## src/dppp_pkg.sv

```systemverilog
// Shared types and constants for the dual patience pile placement block.
package dppp_pkg;

    // Widths of result fields that are fixed at the ports.
    localparam int PILE_IDX_W = 6;
    localparam int OUT_POS_W  = 16;

    typedef enum logic {
        GAME_ASC  = 1'b0,
        GAME_DESC = 1'b1
    } t_game;

    localparam logic STATUS_PLACED  = 1'b0;
    localparam logic STATUS_DROPPED = 1'b1;

    // Control part of an item as it travels along the row of pile cells.
    typedef struct packed {
        logic                  valid;
        logic                  start_new;
        t_game                 game;
        logic                  found;
        logic [PILE_IDX_W-1:0] pile;
    } t_ctl;

endpackage

```

## src/dppp_cell.sv

```systemverilog
// One pile cell: holds the tail and length of one pile for each game.
module dppp_cell #(
    parameter int VALUE_WIDTH    = 32,
    parameter int POSITION_WIDTH = 16,
    parameter int PILE_ID        = 0
) (
    input  logic                             i_clk,
    input  logic                             i_rst_n,
    input  logic                             i_adv,
    input  dppp_pkg::t_ctl                   i_ctl,
    input  logic signed [VALUE_WIDTH-1:0]    i_key,
    input  logic        [POSITION_WIDTH-1:0] i_pos,
    output dppp_pkg::t_ctl                   o_ctl,
    output logic signed [VALUE_WIDTH-1:0]    o_key,
    output logic        [POSITION_WIDTH-1:0] o_pos
);

    // Index 0 belongs to the ascending game, index 1 to the descending game.
    logic                             r_act [2];
    logic signed [VALUE_WIDTH-1:0]    r_tail [2];
    logic        [POSITION_WIDTH-1:0] r_len [2];

    dppp_pkg::t_ctl                   r_ctl;
    logic signed [VALUE_WIDTH-1:0]    r_key;
    logic        [POSITION_WIDTH-1:0] r_pos;

    logic                             w_g;
    logic                             w_act_g;
    logic                             w_fits;
    logic                             w_hit;
    logic signed [VALUE_WIDTH-1:0]    w_tail_g;
    logic        [POSITION_WIDTH-1:0] w_len_g;

    always_comb begin
        w_g      = (i_ctl.game == dppp_pkg::GAME_DESC);
        w_act_g  = r_act[w_g] && !i_ctl.start_new;
        w_tail_g = r_tail[w_g];
        w_len_g  = r_len[w_g];
        if (i_ctl.game == dppp_pkg::GAME_ASC) begin
            w_fits = (w_tail_g <= i_key);
        end else begin
            w_fits = (w_tail_g >= i_key);
        end
        // An inactive cell is the first free pile, since piles open in order.
        w_hit = i_ctl.valid && !i_ctl.found && (!w_act_g || w_fits);
    end

    always_ff @(posedge i_clk) begin
        if (!i_rst_n) begin
            r_act[0]    <= 1'b0;
            r_act[1]    <= 1'b0;
            r_ctl.valid <= 1'b0;
        end else if (i_adv) begin
            r_ctl.valid     <= i_ctl.valid;
            r_ctl.start_new <= i_ctl.start_new;
            r_ctl.game      <= i_ctl.game;
            r_key           <= i_key;
            // A new data set empties both games here before the sample is placed.
            if (i_ctl.valid && i_ctl.start_new) begin
                r_act[0] <= w_hit && !w_g;
                r_act[1] <= w_hit && w_g;
            end else if (w_hit) begin
                r_act[w_g] <= 1'b1;
            end
            if (w_hit) begin
                r_tail[w_g]  <= i_key;
                r_ctl.found  <= 1'b1;
                r_ctl.pile   <= dppp_pkg::PILE_IDX_W'(PILE_ID);
                if (w_act_g) begin
                    r_pos <= w_len_g;
                    if (w_len_g != '1) begin
                        r_len[w_g] <= w_len_g + POSITION_WIDTH'(1);
                    end
                end else begin
                    r_pos      <= '0;
                    r_len[w_g] <= POSITION_WIDTH'(1);
                end
            end else begin
                r_ctl.found <= i_ctl.found;
                r_ctl.pile  <= i_ctl.pile;
                r_pos       <= i_pos;
            end
        end
    end

    assign o_ctl = r_ctl;
    assign o_key = r_key;
    assign o_pos = r_pos;

endmodule

```

## config.mk

```make
export PLATFORM = sky130hd
export DESIGN_NAME = dppp_cell
export DESIGN_NICKNAME = d
export VERILOG_FILES = /design/src/dppp_pkg.sv /design/src/dppp_cell.sv
export SDC_FILE = /design/constraint.sdc
export NUM_CORES = 1
export LEC_CHECK = 0
export BUFFER_PORTS_ARGS = -buffer_cell sky130_fd_sc_hd__buf_2
export CORE_MARGIN = 2
export CORE_UTILIZATION = 51
export DETAILED_ROUTE_END_ITERATION = 10
export PLACE_DENSITY = 0.76
export SETUP_SLACK_MARGIN = 0.02
export SYNTH_ARGS = -nofsm -noshare
export SYNTH_HDL_FRONTEND = slang
export SYNTH_SLANG_ARGS = --single-unit
```

## constraint.sdc

```tcl
create_clock -name i_clk -period 6 [get_ports i_clk]
set_input_delay 0.3 -clock i_clk [delete_from_list [all_inputs] [get_ports i_clk]]
set_output_delay 0.3 -clock i_clk [all_outputs]
set_load 0.005 [all_outputs]
```

## Word level (Yosys, flattened, before mapping)

Memory sizes are Yosys's and may differ from the RTL's.
Index checks and enable logic that the tools add are counted.

- Register bits: 58
- Output and inout bits: 58
- Input port bits: 61
- Logic and storage cells: 63
- Memories kept: 3
- Bits in writable memories: 98

Memory list:

| memory | words | width | rd ports | clocked after memory_dff | write ports | RTL line | RTL |
|---|---|---|---|---|---|---|---|
| r_tail | 2 | 32 | 1 | 0 | 1 | dppp_cell.sv:20 | `logic signed [VALUE_WIDTH-1:0] r_tail [2];` |
| r_len | 2 | 16 | 1 | 0 | 1 | dppp_cell.sv:21 | `logic [POSITION_WIDTH-1:0] r_len [2];` |
| r_act | 2 | 1 | 1 | 0 | 2 | dppp_cell.sv:19 | `logic r_act [2];` |

- Eq/ne operators: 1
- Muxes and demuxes: 33
- Reductions and logical operators: 13
- Add/sub/neg operators: 1
- Magnitude comparators: 2
- Bitwise logic cells: 3

Operators with widths:

| cell | number |
|---|---|
| 16-bit 2-to-1 mux | 3 |
| 32-bit greater-or-equal comparator | 1 |
| 32-bit less-or-equal comparator | 1 |
| 1-bit 2-to-1 mux | 30 |
| 16-bit by 1-bit adder with 16-bit output (second input constant) | 1 |
| 16-bit != test (second input constant) | 1 |
| 1-bit logical AND | 6 |
| 1-bit zero test | 4 |
| 1-bit OR | 3 |
| 2-bit AND reduction | 1 |
| 1-bit logical OR | 1 |
| 1-bit OR reduction | 1 |

## Longest topological paths before layout

- Depth after elaboration: 12
- Depth in mapped cells: 17
- Gate-level depth less buffers: 9

## Worst setup path before layout

No wires, ideal clock.

- Path type: input port to flip-flop
- Start: input port i_ctl[7] (netlist bit)
- End: memory r_tail[0][0] (enable)
- Data required time: 5.539 ns
- Setup time: 0.461 ns
- Path slack: -0.162 ns
- Stages on the path: 17
- Buffers on the path: 8
- Arrival: 5.701 ns
- Cell sequence: buf_2 buf_2 buf_4 buf_2 buf_2 buf_2 mux2_2 ha_1 nand4_2 nor4_1 a21boi_1 o41a_1 nor3_1 o311ai_4 buf_6 buf_6 nor3_1

- Longest elaborated chain between the ends: 9
- Elaborated cells between the ends (all ways): 13
- Those cells by class: order compare (2); mux (5); reduce/logical (4); memory (2)

RTL lines:

| what | RTL line | RTL |
|---|---|---|
| from (decl) | dppp_cell.sv:10 | `input dppp_pkg::t_ctl i_ctl,` |
| memory 2 x 32 bit / memory 2 x 1 bit (equally long branches) | -- |  |
| 32-bit less-or-equal comparator, or another cell as far along | dppp_cell.sv:40 | `w_fits = (w_tail_g <= i_key);` |
| 1-bit 2-to-1 mux / 1-bit zero test (equally long branches) | dppp_cell.sv:39, dppp_cell.sv:45 |  |
| 1-bit logical OR | dppp_cell.sv:45 | `w_hit = i_ctl.valid && !i_ctl.found && (!w_act_g \|\| w_fits);` |
| 1-bit logical AND | dppp_cell.sv:45 |  |
| 1-bit 2-to-1 mux | dppp_cell.sv:65 | `if (w_hit) begin` |
| 1-bit 2-to-1 mux | dppp_cell.sv:53 | `end else if (i_adv) begin` |
| 1-bit 2-to-1 mux | dppp_cell.sv:49 | `if (!i_rst_n) begin` |
| 1-bit 2-to-1 mux (implied by the code) | dppp_cell.sv:66 | `r_tail[w_g] <= i_key;` |
| to (decl) | dppp_cell.sv:20 |  |

Several ways; a longest one is shown, not always the timed one.

## Final worst setup path

- Start: input port i_ctl[7] (netlist bit)
- End: memory r_tail[0][11] (enable)

Same word-level chain as after synthesis.

==> results.txt <==
The run finished with clean final reports. The total instance count after detailed placement is 751. For the die area, the log shows 14,600 um^2.

Once the floorplan was initialized, standard cells occupied 52.36% of the core. The tree is rooted in a sky130_fd_sc_hd__clkbuf_16. Cells fill 63.05% of the core in the end.

The worst-case reg-to-reg path depth was 11. Fill cells in the final layout number 1,001. The via count of the first global-routing pass is 4,158, and the wire length of the first global-routing pass is 20.66 mm. The run gives 0 as the number of hold-slack violations in the final timing report. The number of hold buffers added after CTS was 0. For the total number of H-tree levels, the log shows 4.

In this run the critical register-to-register path is captured at r_tail[0][11]. For hold timing, the worst endpoint is o_key[11]. In this run the static leakage power is 3.234 nW. Fraction of registers with async set or reset after synthesis: 0%. Synthesis produced a netlist with a net count of 560. The worst hold path begins at i_key[11].

At the worst endpoint, the required time is 6140 ps. The vias per cell is 5.347. The worst setup path is captured at a flop. The total number of clock tree sinks is 156. Setup repair after global routing left no endpoint under its margin. The run gives 13,300 um^2 as the placeable core area.

The pin count of the biggest net entering global routing is 59. The worst path uses 69.09% of the clock period. The initial antenna violation count was 1; the clock period minus worst slack was 4145 ps. After detailed routing, the average wire length per cell comes to 16.38 um. The run gives 0 ps as the final-layout setup total negative slack.

Post-CTS repair changed the size of 0 cells. The maximum root-to-sink buffer count was 2; the CTS buffer count was 17. Measured against its own limit, the worst slew margin works out to 36.31%.

The share of post-route cells with drive strength above 1 came out at 33.94%. For this run, the number of Yosys warnings is 0. 119 I/O pins were placed. The launch point of the critical path was i_ctl[7]. Clock-pin slew was measured on the worst setup and hold paths at 60 ps.

Max-cap violations in this run came to 0. The logs give 688 for the net total in the final layout and 4280 ps for the arrival time of data at the critical path endpoint. For this run, the number of standard cells in the final layout without fillers is 784. Dividing total power by cell area gives a power density of 304.5 nW/um^2. The run gives 8.111 ps as the worst setup skew after layout.

By area the synthesized netlist is led by sky130_fd_sc_hd__edfxtp_1, sky130_fd_sc_hd__mux2_2, sky130_fd_sc_hd__ha_1. Summing over every cut layer, the via total after detailed routing is 4,192. The proportion of netlist area held by the largest area contributor was 66.00%.

Summing the sequential cell areas from Yosys gives 66.86% of the chip area. Dominant cell by count in the synthesized netlist: sky130_fd_sc_hd__edfxtp_1. A synthesized cell averages 14.94 um^2. The slew at the pin with the worst max-slew slack is 953.1 ps. The cell area after synthesis is 6962 um^2. The tools report the remaining antenna violation count as 0. The min-delay analysis places its worst path in the category in -> reg.

The first TritonRoute pass finished after 5 iterations. The logs give 0.8103 for the routability-driven placement congestion ratio and 0 for the number of failing setup endpoints in the final timing report. In the routed design, unresolved DRC markers number 0. The clock latency on the worst-skew pair was 430 ps.

The startpoint identified for the worst register-to-register timing path is r_tail[0][14]. Summed over all layers, the routed wires come to 12.84 mm. Once detailed placement completed, the half-perimeter wirelength came to 8.584 mm.

The total count of max-transition violations in the final report is 0, and the synthesized instance count is 466. In this run, synthesis produced a sequential element count of 156. The setup slack at placement is 1360 ps. Global routing used 18.80% of the available tracks across all layers. For the site row count, the log shows 42. The commonest cells after synthesis are sky130_fd_sc_hd__edfxtp_1, sky130_fd_sc_hd__mux2_2, sky130_fd_sc_hd__inv_1. The die boundary width is 120.8 um, and the layout-stage area growth over the synthesis result is 20.42%.

Final worst-path setup slack: 1855 ps. STA classifies the critical path startpoint as a primary input. Input and output buffers added on the ports amount to 118. The overall power consumption was 2.553 mW. The critical path is of the in -> reg type.

Across the VDD grid, the largest voltage drop is 0.1825 mV. The number of different library cells used by synthesis comes to 47. The flop-to-flop setup slack is 2160 ps, and the largest fanout on the critical path is 35.

The remaining global-route overflow came out at 0. TritonCTS built the clock tree. In this run, the number of DRC markers left after iteration 0 of detailed routing was 354.

Based on the critical path, the design can be clocked at up to 0.2412 GHz. The die height is 120.8 um, and the count of buffers added by post-CTS timing repair for setup is 0. The number of stages on the worst hold path works out to 1. Counting flops with a built-in enable in the synthesized netlist gives 153.

Summed over all instances, the cell type with the most area after synthesis is sky130_fd_sc_hd__edfxtp_1. Among all flip-flop cells after synthesis, the most frequent one is sky130_fd_sc_hd__edfxtp_1.
## stage by stage
step	area (um^2)	hold slack (ps)
after global placement	7760	455.1
after floorplan	6967	398.9
final	8383	91.09
after detailed placement	7760	471.2
after global routing	8381	76.89
after CTS	8381	78.14
## worst max path at each step
stage	end	cells after the start	slack, ps
after floorplan	r_len[0][0]	16	570
after global placement	r_tail[0][8]	12	1490
after detailed placement	r_tail[0][10]	12	1360
after CTS	r_tail[0][6]	12	1810
after global routing	r_tail[0][29]	12	1540
final	r_tail[0][11]	12	1850
## state kept, by name (all words and copies together), names as in the netlist
name / flops
r_len: 32
o_ctl: 10
r_tail: 64
r_act: 2
o_pos: 16
o_key: 32
## final cells by class
class	instances	area [um^2]	area share, %
diodes	1	2.502	0.02985
clock buffers	19	432.9	5.164
clock inverters	13	187.7	2.239
inverters	35	131.4	1.567
multi-input cells	259	2111	25.18
flip-flops and latches	156	4654	55.52
well taps	176	220.2	2.627
repair buffers	125	643.1	7.672
## cell families after synthesis
kind of cell             Yosys count  synth area share, %
AO/OA/AOI/OAI                     51                5.446
XOR/XNOR                          15                1.887
adder cells (fa/ha/maj)           33                5.931
buffers and inverters             51                3.253
flip-flops                       156                66.86
multiplexers                      57                9.076
AND/OR/NAND/NOR                  103                7.549
## cell usage in the layout, fill, tap and decap left out, drive strengths merged, types with 8 or more instances in the layout
cell type  Yosys  layout
nand3         10      10
xnor2          9       9
nor2          34      34
mux2i          8       8
buf           12     125
nor2b         15      15
nand2         17      17
clkbuf         4      19
ha            33      33
edfxtp       153     153
inv           35      38
a21oi         23      23
mux2          49      49
## metal layers
metal / share of wire, % / up-vias / track usage, %
li1: - / 2008 / -
met1: 45 / 2014 / 24.80
met2: 48 / 150 / 29.35
met3: 5.8 / 20 / 4.575
met4: 1.9 / 0 / 8.939
met5: 0 / - / 0
## critical path, stage by stage
cell                       delay, ps
sky130_fd_sc_hd__buf_2           640
sky130_fd_sc_hd__mux2_2          410
sky130_fd_sc_hd__ha_1            330
sky130_fd_sc_hd__nand4_2         140
sky130_fd_sc_hd__nor4_1          490
sky130_fd_sc_hd__a21boi_1        220
sky130_fd_sc_hd__o41a_1          190
sky130_fd_sc_hd__nor3_1           80
sky130_fd_sc_hd__o311ai_4        730
sky130_fd_sc_hd__buf_4           360
sky130_fd_sc_hd__nor3_4           60
sky130_fd_sc_hd__buf_4           290
## where the power goes
part	internal (mW)	switching [mW]	leakage, nW	total [mW]
combinational	0.0800	0.102	1.51	0.182
sequential	1.24	0.00849	1.43	1.25
clock	0.698	0.427	0.294	1.12
Note: power is estimated with default switching activity, not from simulation.
